==> src/rtl/cis_pkg.sv <==
// Shared types, constants and helpers for the cone isolation sum core.
`default_nettype none

package cis_pkg;

    localparam int SUM_WIDTH_DEF = 21;

    localparam int ANGLE_W   = 11;
    localparam int DIFF_W    = ANGLE_W + 1;
    localparam int SQ_W      = 22;
    localparam int DR2_W     = SQ_W + 1;
    localparam int QTY_W     = 16;
    localparam int TYPE_W    = 3;
    localparam int OUT_W     = 21;
    localparam int CFG_W     = 64;
    localparam int CFG_IDX_W = 3;
    localparam int RG_W      = 2 * QTY_W;
    localparam int PROD_W    = RG_W + QTY_W;
    localparam int TERM_SHIFT = 18;
    localparam int TERM_W    = PROD_W - TERM_SHIFT;

    // angles in 1/256: barrel edge 1.479, pi and two pi
    localparam logic [DIFF_W-1:0]        BARREL_ETA_MAX = 12'd378;
    localparam logic signed [DIFF_W-1:0] PI_Q           = 12'sd804;
    localparam logic signed [DIFF_W-1:0] NEG_PI_Q       = -12'sd804;
    localparam logic signed [DIFF_W-1:0] TWO_PI_Q       = 12'sd1608;

    localparam logic [PROD_W-1:0] ROUND_HALF = PROD_W'(1) << (TERM_SHIFT - 1);

    localparam int OUT_MAX_INT = (1 << (OUT_W - 1)) - 1;
    localparam int OUT_MIN_INT = -(1 << (OUT_W - 1));

    // register reset values
    localparam logic [QTY_W-1:0]  CONE_RADIUS_SQ_RST = 16'd5898;
    localparam logic [CFG_W-1:0]  BARREL_CUTS_RST    = 64'd28991922601197568;
    localparam logic [CFG_W-1:0]  ENDCAP_CUTS_RST    = 64'd13229323905400832;
    localparam logic [TYPE_W-1:0] SELECTED_TYPE_RST  = 3'd5;
    localparam logic              RHO_ENABLE_RST     = 1'b0;
    localparam logic [QTY_W-1:0]  RHO_LIMIT_RST      = 16'd65535;
    localparam logic [QTY_W-1:0]  RHO_GAIN_RST       = 16'd256;

    typedef enum logic [CFG_IDX_W-1:0] {
        REG_CONE_RADIUS_SQ = 3'd0,
        REG_BARREL_CUTS    = 3'd1,
        REG_ENDCAP_CUTS    = 3'd2,
        REG_SELECTED_TYPE  = 3'd3,
        REG_RHO_ENABLE     = 3'd4,
        REG_RHO_LIMIT      = 3'd5,
        REG_RHO_GAIN       = 3'd6
    } cfg_reg_t;

    typedef struct packed {
        logic load;
        logic diff;
        logic square;
        logic accum;
        logic finish;
    } cis_cmd_t;

    typedef struct packed {
        logic last;
        logic out_free;
    } cis_status_t;

    function automatic logic [DIFF_W-1:0] abs_diff(input logic signed [DIFF_W-1:0] v);
        return v[DIFF_W-1] ? DIFF_W'(-v) : DIFF_W'(v);
    endfunction

endpackage

`default_nettype wire

==> src/rtl/cis_ctrl.sv <==
// Sequencer for the cone isolation sum: one beat through four steps, plus a result step.
`default_nettype none

module cis_ctrl
    import cis_pkg::*;
(
    input  wire logic        aclk,
    input  wire logic        aresetn,
    input  wire logic        s_valid,
    output logic             s_ready,
    output cis_cmd_t         cmd,
    input  wire cis_status_t status
);

    typedef enum logic [2:0] {
        ST_IDLE,
        ST_DIFF,
        ST_SQUARE,
        ST_ACCUM,
        ST_FINISH
    } state_t;

    state_t state_reg, state_next;
    logic   ready_reg, ready_next;

    always_comb begin
        state_next = state_reg;
        unique case (state_reg)
            ST_IDLE: begin
                if (s_valid && ready_reg) begin
                    state_next = ST_DIFF;
                end
            end
            ST_DIFF:   state_next = ST_SQUARE;
            ST_SQUARE: state_next = ST_ACCUM;
            ST_ACCUM:  state_next = status.last ? ST_FINISH : ST_IDLE;
            ST_FINISH: begin
                if (status.out_free) begin
                    state_next = ST_IDLE;
                end
            end
            default:   state_next = ST_IDLE;
        endcase
        ready_next = (state_next == ST_IDLE);
    end

    always_ff @(posedge aclk) begin
        if (!aresetn) begin
            state_reg <= ST_IDLE;
            ready_reg <= 1'b0;
        end else begin
            state_reg <= state_next;
            ready_reg <= ready_next;
        end
    end

    assign s_ready    = ready_reg;
    assign cmd.load   = s_valid && ready_reg;
    assign cmd.diff   = (state_reg == ST_DIFF);
    assign cmd.square = (state_reg == ST_SQUARE);
    assign cmd.accum  = (state_reg == ST_ACCUM);
    assign cmd.finish = (state_reg == ST_FINISH) && status.out_free;

endmodule

`default_nettype wire

==> src/rtl/cis_dp.sv <==
// Datapath: config registers, cut logic, squares, accumulator, rho term and result register.
`default_nettype none

module cis_dp
    import cis_pkg::*;
#(
    parameter int SUM_WIDTH = SUM_WIDTH_DEF
) (
    input  wire logic                     aclk,
    input  wire logic                     aresetn,
    input  wire logic                     cfg_we,
    input  wire logic [CFG_IDX_W-1:0]     cfg_index,
    input  wire logic [CFG_W-1:0]         cfg_data,
    input  wire logic signed [ANGLE_W-1:0] s_electron_eta,
    input  wire logic signed [ANGLE_W-1:0] s_electron_phi,
    input  wire logic signed [ANGLE_W-1:0] s_cluster_eta,
    input  wire logic                     s_cand_valid,
    input  wire logic [TYPE_W-1:0]        s_cand_type,
    input  wire logic [QTY_W-1:0]         s_cand_pt,
    input  wire logic [QTY_W-1:0]         s_cand_energy,
    input  wire logic signed [ANGLE_W-1:0] s_cand_eta,
    input  wire logic signed [ANGLE_W-1:0] s_cand_phi,
    input  wire logic [QTY_W-1:0]         s_event_rho,
    input  wire logic                     s_last,
    input  wire cis_cmd_t                 cmd,
    output cis_status_t                   status,
    output logic                          m_valid,
    input  wire logic                     m_ready,
    output logic signed [OUT_W-1:0]       m_isolation_sum,
    output logic                          m_saturated
);

    localparam logic [SUM_WIDTH:0] ACC_MAX = {2'b00, {(SUM_WIDTH - 1){1'b1}}};
    localparam int FIN_W = ((SUM_WIDTH > TERM_W) ? SUM_WIDTH : TERM_W) + 2;
    localparam logic signed [FIN_W-1:0] FIN_MAX = FIN_W'(OUT_MAX_INT);
    localparam logic signed [FIN_W-1:0] FIN_MIN = FIN_W'(OUT_MIN_INT);

    // configuration
    logic [QTY_W-1:0]  cone_radius_sq_reg;
    logic [CFG_W-1:0]  barrel_cuts_reg;
    logic [CFG_W-1:0]  endcap_cuts_reg;
    logic [TYPE_W-1:0] selected_type_reg;
    logic              rho_enable_reg;
    logic [QTY_W-1:0]  rho_limit_reg;
    logic [QTY_W-1:0]  rho_gain_reg;

    always_ff @(posedge aclk) begin
        if (!aresetn) begin
            cone_radius_sq_reg <= CONE_RADIUS_SQ_RST;
            barrel_cuts_reg    <= BARREL_CUTS_RST;
            endcap_cuts_reg    <= ENDCAP_CUTS_RST;
            selected_type_reg  <= SELECTED_TYPE_RST;
            rho_enable_reg     <= RHO_ENABLE_RST;
            rho_limit_reg      <= RHO_LIMIT_RST;
            rho_gain_reg       <= RHO_GAIN_RST;
        end else if (cfg_we) begin
            unique case (cfg_index)
                REG_CONE_RADIUS_SQ: cone_radius_sq_reg <= cfg_data[QTY_W-1:0];
                REG_BARREL_CUTS:    barrel_cuts_reg    <= cfg_data;
                REG_ENDCAP_CUTS:    endcap_cuts_reg    <= cfg_data;
                REG_SELECTED_TYPE:  selected_type_reg  <= cfg_data[TYPE_W-1:0];
                REG_RHO_ENABLE:     rho_enable_reg     <= cfg_data[0];
                REG_RHO_LIMIT:      rho_limit_reg      <= cfg_data[QTY_W-1:0];
                REG_RHO_GAIN:       rho_gain_reg       <= cfg_data[QTY_W-1:0];
                default: ;
            endcase
        end
    end

    // captured beat
    logic [ANGLE_W-1:0] e_eta_reg, e_phi_reg, c_eta_reg, p_eta_reg, p_phi_reg;
    logic               valid_reg, last_reg;
    logic [TYPE_W-1:0]  type_reg;
    logic [QTY_W-1:0]   pt_reg, energy_reg, rho_reg;

    always_ff @(posedge aclk) begin
        if (cmd.load) begin
            e_eta_reg  <= s_electron_eta;
            e_phi_reg  <= s_electron_phi;
            c_eta_reg  <= s_cluster_eta;
            valid_reg  <= s_cand_valid;
            type_reg   <= s_cand_type;
            pt_reg     <= s_cand_pt;
            energy_reg <= s_cand_energy;
            p_eta_reg  <= s_cand_eta;
            p_phi_reg  <= s_cand_phi;
            rho_reg    <= s_event_rho;
            last_reg   <= s_last;
        end
    end

    // step 1: differences, phi wrap, region and threshold cuts, rho times gain
    logic signed [DIFF_W-1:0] e_eta_x, e_phi_x, c_eta_x, p_eta_x, p_phi_x;
    logic signed [DIFF_W-1:0] deta_raw, dphi_raw, dphi_wrap;
    logic [DIFF_W-1:0]        deta_abs;
    logic                     barrel, c_barrel, hit_pre;
    logic [CFG_W-1:0]         cuts;
    logic [QTY_W-1:0]         cut_val, rho_clip, area;

    assign e_eta_x = {e_eta_reg[ANGLE_W-1], e_eta_reg};
    assign e_phi_x = {e_phi_reg[ANGLE_W-1], e_phi_reg};
    assign c_eta_x = {c_eta_reg[ANGLE_W-1], c_eta_reg};
    assign p_eta_x = {p_eta_reg[ANGLE_W-1], p_eta_reg};
    assign p_phi_x = {p_phi_reg[ANGLE_W-1], p_phi_reg};

    always_comb begin
        deta_raw = p_eta_x - e_eta_x;
        dphi_raw = p_phi_x - e_phi_x;
        deta_abs = abs_diff(deta_raw);
        priority if (dphi_raw > PI_Q) begin
            dphi_wrap = dphi_raw - TWO_PI_Q;
        end else if (dphi_raw < NEG_PI_Q) begin
            dphi_wrap = dphi_raw + TWO_PI_Q;
        end else begin
            dphi_wrap = dphi_raw;
        end
        barrel   = (abs_diff(e_eta_x) <= BARREL_ETA_MAX);
        c_barrel = (abs_diff(c_eta_x) <= BARREL_ETA_MAX);
        cuts     = barrel ? barrel_cuts_reg : endcap_cuts_reg;
        cut_val  = barrel ? pt_reg : energy_reg;
        hit_pre  = valid_reg && (type_reg == selected_type_reg)
                   && (cut_val >= cuts[47:32])
                   && ({{(QTY_W - DIFF_W){1'b0}}, deta_abs} >= cuts[31:16]);
        rho_clip = (rho_reg > rho_limit_reg) ? rho_limit_reg : rho_reg;
        area     = c_barrel ? barrel_cuts_reg[63:48] : endcap_cuts_reg[63:48];
    end

    logic                     hit_reg;
    logic [QTY_W-1:0]         veto_reg, area_reg;
    logic [DIFF_W-1:0]        deta_reg;
    logic signed [DIFF_W-1:0] dphi_reg;
    logic [RG_W-1:0]          rho_gain_prod_reg;

    always_ff @(posedge aclk) begin
        if (cmd.diff) begin
            hit_reg           <= hit_pre;
            veto_reg          <= cuts[15:0];
            deta_reg          <= deta_abs;
            dphi_reg          <= dphi_wrap;
            area_reg          <= area;
            rho_gain_prod_reg <= {{QTY_W{1'b0}}, rho_clip} * {{QTY_W{1'b0}}, rho_gain_reg};
        end
    end

    // step 2: squares and rho times area
    logic [2*DIFF_W-1:0]        deta_sq_full;
    logic signed [2*DIFF_W-1:0] dphi_sq_full;
    logic [SQ_W-1:0]            deta_sq_reg, dphi_sq_reg;
    logic [PROD_W-1:0]          rho_prod_reg;

    assign deta_sq_full = deta_reg * deta_reg;
    assign dphi_sq_full = dphi_reg * dphi_reg;

    always_ff @(posedge aclk) begin
        if (cmd.square) begin
            deta_sq_reg  <= deta_sq_full[SQ_W-1:0];
            dphi_sq_reg  <= dphi_sq_full[SQ_W-1:0];
            rho_prod_reg <= {{QTY_W{1'b0}}, rho_gain_prod_reg}
                            * {{RG_W{1'b0}}, area_reg};
        end
    end

    // step 3: cone test, saturating accumulate, rounded rho term
    logic [DR2_W-1:0]     dr2;
    logic                 cone_hit;
    logic [SUM_WIDTH:0]   acc_sum;
    logic [PROD_W-1:0]    rho_round;
    logic [SUM_WIDTH-1:0] acc_reg, acc_next;
    logic                 clip_reg, clip_next;
    logic [TERM_W-1:0]    term_reg;

    always_comb begin
        dr2       = {1'b0, deta_sq_reg} + {1'b0, dphi_sq_reg};
        cone_hit  = hit_reg
                    && (dr2 <= {{(DR2_W - QTY_W){1'b0}}, cone_radius_sq_reg})
                    && (dr2 >= {{(DR2_W - QTY_W){1'b0}}, veto_reg});
        acc_sum   = {1'b0, acc_reg} + {{(SUM_WIDTH + 1 - QTY_W){1'b0}}, pt_reg};
        rho_round = rho_prod_reg + ROUND_HALF;
        acc_next  = acc_reg;
        clip_next = clip_reg;
        if (cmd.finish) begin
            acc_next  = '0;
            clip_next = 1'b0;
        end else if (cmd.accum && cone_hit) begin
            if (acc_sum > ACC_MAX) begin
                acc_next  = ACC_MAX[SUM_WIDTH-1:0];
                clip_next = 1'b1;
            end else begin
                acc_next = acc_sum[SUM_WIDTH-1:0];
            end
        end
    end

    always_ff @(posedge aclk) begin
        if (!aresetn) begin
            acc_reg  <= '0;
            clip_reg <= 1'b0;
        end else begin
            acc_reg  <= acc_next;
            clip_reg <= clip_next;
        end
    end

    always_ff @(posedge aclk) begin
        if (cmd.accum) begin
            term_reg <= rho_enable_reg ? rho_round[PROD_W-1:TERM_SHIFT] : '0;
        end
    end

    // step 4: subtract, clip to output range, result register
    logic signed [FIN_W-1:0] fin_val;
    logic signed [OUT_W-1:0] fin_sum;
    logic                    fin_sat;

    always_comb begin
        fin_val = $signed({{(FIN_W - SUM_WIDTH){1'b0}}, acc_reg})
                  - $signed({{(FIN_W - TERM_W){1'b0}}, term_reg});
        fin_sum = fin_val[OUT_W-1:0];
        fin_sat = clip_reg;
        priority if (fin_val > FIN_MAX) begin
            fin_sum = FIN_MAX[OUT_W-1:0];
            fin_sat = 1'b1;
        end else if (fin_val < FIN_MIN) begin
            fin_sum = FIN_MIN[OUT_W-1:0];
            fin_sat = 1'b1;
        end else begin
            fin_sum = fin_val[OUT_W-1:0];
        end
    end

    logic                    m_valid_reg;
    logic signed [OUT_W-1:0] m_sum_reg;
    logic                    m_sat_reg;

    always_ff @(posedge aclk) begin
        if (!aresetn) begin
            m_valid_reg <= 1'b0;
        end else if (cmd.finish) begin
            m_valid_reg <= 1'b1;
        end else if (m_ready) begin
            m_valid_reg <= 1'b0;
        end
    end

    always_ff @(posedge aclk) begin
        if (cmd.finish) begin
            m_sum_reg <= fin_sum;
            m_sat_reg <= fin_sat;
        end
    end

    assign status.last     = last_reg;
    assign status.out_free = !m_valid_reg || m_ready;
    assign m_valid         = m_valid_reg;
    assign m_isolation_sum = m_sum_reg;
    assign m_saturated     = m_sat_reg;

endmodule

`default_nettype wire

==> src/rtl/cone_isolation_sum_core.sv <==
// Top level of the cone isolation sum core: sequencer plus datapath.
// Each input beat passes through capture, differences, squares and accumulate
// steps before the next beat is taken; the beat that closes a group adds a
// result step, which waits while the result register still holds an untaken
// result and then loads the new result and raises m_valid.
// The step chain sets the rate.
// aresetn (synchronous, active low) restores register defaults, empties the sum.
`default_nettype none

module cone_isolation_sum_core
    import cis_pkg::*;
#(
    parameter int SUM_WIDTH = SUM_WIDTH_DEF   // accumulator width, 16 to 32
) (
    input  wire logic                      aclk,
    input  wire logic                      aresetn,
    // config write port
    input  wire logic                      cfg_we,
    input  wire logic [CFG_IDX_W-1:0]      cfg_index,
    input  wire logic [CFG_W-1:0]          cfg_data,
    // candidate beats
    input  wire logic                      s_valid,
    output logic                           s_ready,
    input  wire logic signed [ANGLE_W-1:0] s_electron_eta,
    input  wire logic signed [ANGLE_W-1:0] s_electron_phi,
    input  wire logic signed [ANGLE_W-1:0] s_cluster_eta,
    input  wire logic                      s_cand_valid,
    input  wire logic [TYPE_W-1:0]         s_cand_type,
    input  wire logic [QTY_W-1:0]          s_cand_pt,
    input  wire logic [QTY_W-1:0]          s_cand_energy,
    input  wire logic signed [ANGLE_W-1:0] s_cand_eta,
    input  wire logic signed [ANGLE_W-1:0] s_cand_phi,
    input  wire logic [QTY_W-1:0]          s_event_rho,
    input  wire logic                      s_last,
    // result beats, one per group
    output logic                           m_valid,
    input  wire logic                      m_ready,
    output logic signed [OUT_W-1:0]        m_isolation_sum,
    output logic                           m_saturated
);

    // Sequencer walks each beat through the datapath steps; a beat with
    // last set also waits in the result step until the output register
    // is free, so nothing is overwritten while a result is held.
    cis_cmd_t    cmd;
    cis_status_t status;

    cis_ctrl u_ctrl (
        .aclk    (aclk),
        .aresetn (aresetn),
        .s_valid (s_valid),
        .s_ready (s_ready),
        .cmd     (cmd),
        .status  (status)
    );

    // Datapath: cut tests and phi wrap, two 12x12 squares, dR^2 window,
    // saturating pt sum; the rho term (clip, x gain, x area, round) runs
    // alongside in the same steps and is subtracted on the closing beat.
    cis_dp #(
        .SUM_WIDTH (SUM_WIDTH)
    ) u_dp (
        .aclk            (aclk),
        .aresetn         (aresetn),
        .cfg_we          (cfg_we),
        .cfg_index       (cfg_index),
        .cfg_data        (cfg_data),
        .s_electron_eta  (s_electron_eta),
        .s_electron_phi  (s_electron_phi),
        .s_cluster_eta   (s_cluster_eta),
        .s_cand_valid    (s_cand_valid),
        .s_cand_type     (s_cand_type),
        .s_cand_pt       (s_cand_pt),
        .s_cand_energy   (s_cand_energy),
        .s_cand_eta      (s_cand_eta),
        .s_cand_phi      (s_cand_phi),
        .s_event_rho     (s_event_rho),
        .s_last          (s_last),
        .cmd             (cmd),
        .status          (status),
        .m_valid         (m_valid),
        .m_ready         (m_ready),
        .m_isolation_sum (m_isolation_sum),
        .m_saturated     (m_saturated)
    );

endmodule

`default_nettype wire

==> config.mk <==
export PLATFORM = sky130hd
export DESIGN_NAME = cone_isolation_sum_core
export DESIGN_NICKNAME = d
export VERILOG_FILES = /design/src/rtl/cis_pkg.sv /design/src/rtl/cis_ctrl.sv /design/src/rtl/cis_dp.sv /design/src/rtl/cone_isolation_sum_core.sv
export SDC_FILE = /design/constraint.sdc
export NUM_CORES = 2
export LEC_CHECK = 0
export ABC_CLOCK_PERIOD_IN_PS = 16000
export BUFFER_PORTS_ARGS = -buffer_cell sky130_fd_sc_hd__buf_2
export CAP_MARGIN = 10
export CELL_PAD_IN_SITES_DETAIL_PLACEMENT = 1
export CELL_PAD_IN_SITES_GLOBAL_PLACEMENT = 1
export CORE_UTILIZATION = 30
export CTS_CLUSTER_DIAMETER = 40
export DETAILED_ROUTE_END_ITERATION = 8
export PLACE_DENSITY = 0.62
export SYNTH_ARGS = -nofsm -noshare
export SYNTH_HDL_FRONTEND = slang
export SYNTH_SLANG_ARGS = --single-unit
==> constraint.sdc <==
create_clock -name aclk -period 16 [get_ports aclk]
set_input_delay 0.8 -clock aclk [delete_from_list [all_inputs] [get_ports aclk]]
set_output_delay 0.8 -clock aclk [all_outputs]
set_load 0.02 [all_outputs]
-- After elaboration in Yosys (flattened, before gate mapping)
Index checks and enable logic that the tools add are counted.
- flip-flop bits (word level): 548
- input bits: 180
- output and inout bits: 24
- word-level logic and storage cells: 115
- add/subtract/negate cells: 11
- multipliers: 4
- $lt $le $gt $ge: 12
- equality and inequality tests: 11
- muxes and demuxes: 17
- bitwise logic cells: 1
- reductions and logical operators: 24
- operators with widths (operator ; count):
    2-to-1 mux 12 bit ; 5
    adder 48 x 18 -> 48 bit (second input constant) ; 1
    multiplier 32 x 16 -> 48 bit ; 1
    2-to-1 mux 16 bit ; 3
    2-to-1 mux 48 bit ; 1
    multiplier 12 x 12 -> 22 bit ; 2
    2-to-1 mux 21 bit ; 2
    greater-than comparator 32 x 21 -> 1 bit (second input constant) ; 1
    < comparator 32 x 21 -> 1 bit (second input constant) ; 1
    multiplier 16 x 16 -> 32 bit ; 1
    subtractor 21 x 30 -> 31 bit ; 1
    less-or-equal comparator 12 x 9 -> 1 bit (second input constant) ; 2
    negation 11 -> 12 bit ; 2
    subtractor 11 x 11 -> 12 bit ; 2
    adder 22 x 22 -> 23 bit ; 1
    >= comparator 23 x 16 -> 1 bit ; 1
    less-or-equal comparator 23 x 16 -> 1 bit ; 1
    adder 21 x 16 -> 22 bit ; 1
    greater-than comparator 22 x 20 -> 1 bit (second input constant) ; 1
    >= comparator 12 x 16 -> 1 bit ; 1
    >= comparator 16 bit ; 1
    greater-than comparator 16 bit ; 1
    AND reduction 2 bit ; 8
    one-hot mux 3 bit (5 select lines) ; 1
    other kinds (18) ; 38

-- Depth between registers and ports, before layout
- depth in word-level cells: 7
- depth in mapped cells: 39
- gate-level depth less buffers: 37

-- By module
From an unflattened synthesis, not the netlist that was laid out.
- cell total of the unflattened synthesis: 6569
- area total of the unflattened synthesis: 61044.8 um^2
- modules (own cells, without submodules) (module ; times used ; cells each ; area an instance (um^2) ; seq. area each (um^2)):
    cis_dp ; 1 ; 6550 ; 60857.1 ; 13733.2
    cis_ctrl ; 1 ; 19 ; 187.7 ; 80.1

-- Worst setup path before layout
OpenSTA, ideal clock, no wires.
- kind: reg2reg
- from: register u_dp.rho_reg[1]
- to: register u_dp.rho_gain_prod_reg[30], data pin
- setup time: 262 ps
- data arrival time: 8563 ps
- required time: 15738 ps
- slack: 7176 ps
- stages on the path, launching flop included: 36
- buffers on the path: 2
- period minus slack after synthesis: 8824 ps
- cell sequence: edfxtp_1 ha_1 nor2b_1 o21a_1 o21a_1 o21a_1 o21a_1 o21a_1 o21bai_1 a21boi_1 o32ai_1 buf_2 mux2_2 clkbuf_1 and2_1 fa_1 inv_1 fa_1 fa_1 fa_1 inv_1 fa_1 inv_1 fa_1 inv_1 ha_1 a21oi_1 nor2b_1 o21ai_0 inv_1 o31a_1 a221oi_1 o311ai_1 a21oi_1 o21ai_1 xor2_1
- word-level cells in the longest chain between the ends: 3
- ends and longest elaborated chain (what ; RTL line ; RTL):
    start: declaration ; cis_dp.sv:74 ; logic [QTY_W-1:0] pt_reg, energy_reg, rho_reg;
    start signal: assignment ; cis_dp.sv:87 ; rho_reg <= s_event_rho;
    greater-than comparator 16 bit ; cis_dp.sv:124 ; rho_clip = (rho_reg > rho_limit_reg) ? rho_limit_reg : rho_reg;
    2-to-1 mux 16 bit (*) ; cis_dp.sv:124 ;
    multiplier 16 x 16 -> 32 bit (*) ; cis_dp.sv:141 ; rho_gain_prod_reg <= {{QTY_W{1'b0}}, rho_clip} * {{QTY_W{1'b0}}, rho_gain_reg};
    end signal: assignment ; cis_dp.sv:141 ;
    end: declaration ; cis_dp.sv:132 ; logic [RG_W-1:0] rho_gain_prod_reg;
Every way passes the cells marked *; elsewhere a longest branch is shown, timed or not.
A chain may end at the register's enable or synchronous reset.

-- Worst setup path in the final report
Ends and elaborated chain as after synthesis.

==> run metrics <==
DRT Pass-1 Iters=7; Crit. End Element=flop; max cap viols=0; status=complete, but fails checks; synthesized area=approximately 0.057 mm2; failing checks=design-rule violations; Clock Tree Buf Depth=3; Top cell by count, worst path=inv_1; Detailed Place HPWL=126000 um; post-synthesis sequential area ratio=24.2%; 1st-iter DRT viols=1776; Cells after Synth=5865; initial antenna violation count=20; Mapped Nets=7338; vias in the first global route=45700; period utilisation layout=60.0%; number of H-tree levels=3; Num CTS Buffers=between 90 and 100; Max Freq=104 MHz; CP Data Arrival Time=10.01 ns; fin crit period=9.59 ns; min-delay worst type=primary input to flop; CP Class=flop to flop; post-synth cell types=roughly 90; CTS Hold Bufs=0; CTS root buf=clkbuf_16; final hold vios=0; worst-margin pin slew=1.20 ns; starting density of the core=30.3%; max-slew violation count=0; synthesis-to-finish area growth=12.3%; Post-Route Setup TNS=0 ns; slowest CP cell=a221oi_1; crit path launch type=flop; worst rel slew slack=between 20% and 30%; Port Buffer Count=between 200 and 250; EDFF count, synth=~320; layout cells sized above 1=8.70%; synth warn=0; global placement routability congestion=roughly 0.84; Layout Skew=around 0.061 ns; critical path required time=16.42 ns; Post-route DRC=16; clk_lat worst skew=0.73 ns; core box area=around 0.19 mm2; Synth Area per Inst=9.72 um2; layout net count=7466; Die X=438 um; row count=159; total grt overflow=0; vias=40800; critical path peak fanout=16; CTS tree=built; first-pass GRT wire length=262000 um; Critical Path Max Stage Delay=between 0.6 and 0.7 ns; Finished Core Util=approximately a third; RSZ-0062 raised after global routing=no; GRT Total Usage=between 10% and 20%; Die ar.=around 0.19 mm2; DIE HEIGHT=438 um; clock slew at reported path FFs=approximately 0.05 ns; TritonCTS Sinks=529; synthesized flop and latch total=529; Detail Route Antenna Nets=0; Setup Buffers After CTS=0; num ports=204; DR WL/cell=19.2 um; Synth Flop Type=edfxtp_1; vias per cell=4.76; WL final=165000 um; Async SR Flop Fraction=0%; cts repair resizes=0; largest net degree at the start of global routing=79; Final Setup Violations=0
-- synthesized netlist by cell type, drive strengths merged (54+ instances only) --
cell type | number | area [um2]
nor2 | 136 | 510
dfxtp | 207 | 4140
nand3 | 57 | 290
and2 | 371 | 2320
fa | 807 | 16200
ha | 486 | 6080
clkbuf | 214 | 803
inv | 979 | 3670
mux2 | 69 | 777
o21ai | 107 | 536
xnor2 | 147 | 1290
nand2 | 981 | 3680
a21oi | 160 | 850
a21o | 72 | 541
nor2b | 66 | 413
xor2 | 54 | 473
a21boi | 159 | 1190
edfxtp | 322 | 9670
-- layout by cell type, fill, tap and decap left out, types with 15 or more instances in the layout --
master / instances
a21boi_0: 150
a21o_1: 72
a21oi_1: 147
and2_1: 370
and3_1: 33
buf_2: 202
buf_4: 50
clkbuf_16: 98
clkinv_2: 15
dfxtp_1: 207
edfxtp_1: 322
fa_1: 807
ha_1: 486
inv_1: 975
inv_6: 17
mux2_1: 18
mux2_2: 51
mux2i_1: 46
nand2_1: 979
nand2b_1: 35
nand3_1: 56
nand4_1: 22
nor2_1: 132
nor2b_1: 66
nor3_1: 44
o211ai_1: 36
o21a_1: 39
o21ai_0: 63
o21ai_1: 43
o21bai_1: 20
xnor2_1: 147
xor2_1: 54
-- worst paths after layout --
kind,startpoint,cells past startpoint,end,slack (ns)
worst min-delay path,s_cand_energy[11],1,u_dp.energy_reg[11],0.26
worst max-delay path,u_dp.rho_reg[1],36,u_dp.rho_gain_prod_reg[30],6.41
worst max register to register,u_dp.rho_reg[1],36,u_dp.rho_gain_prod_reg[30],6.41
worst min register to register,u_dp.endcap_cuts_reg[14],2,u_dp.endcap_cuts_reg[14],0.46
-- per-layer routing --
layer  GRT usage (%)  routed length [um]
met1            22.7               74400
met2            30.3               80100
met3            2.21                5380
met4            5.26                4830
met5               0                  36
-- worst max-delay path: cells and delay by family, from the launching register on --
kind / cells / cell delay, ns
xor+xnor: 1 / 0.15
compound gates: 15 / 3.39
simple gates: 3 / 0.43
mux: 1 / 0.50
buf+inv: 8 / 0.68
fa+ha+maj: 8 / 3.77
flops: 1 / 0.39
-- kinds of logic after synthesis --
group                    count (synthesis)  synth area share (%)
multiplexers                           115                  2.17
AND/OR/NAND/NOR                       1817                  15.0
buffers and inverters                 1202                  7.94
XOR/XNOR                               201                  3.09
adder cells (fa/ha/maj)               1293                  39.0
flip-flops                             529                  24.2
AO/OA/AOI/OAI                          708                  8.58
-- through the flow --
stage | area (um2) | hold WS, ns | instances | setup WS (ns)
6_report | 64000 | 0.257 | 8577 | 6.41
4_1_cts | 64000 | 0.197 | 8572 | 6.32
5_1_grt | 64000 | 0.222 | 8576 | 5.78
2_1_floorplan | 57000 | 0.433 | 5865 | 7.18
3_5_place_dp | 60700 | 0.456 | 8390 | 6.38
3_3_place_gp | 60700 | 0.445 | 8390 | 6.40
-- area by class of cell --
cell class	instances	area, um2
Timing Repair Buffer	252	1390
Antenna cell	5	12.5
Multi-Input combinational cell	4134	38700
Inverter	980	3680
Sequential cell	529	13800
Tap cell	2495	3120
Fill cell	21600	124000
Clock buffer	108	2520
Clock inverter	74	736
Power is left out: the tool's default activity adds up to more than one toggle a clock period on the data nets, which glitch-free logic cannot reach.
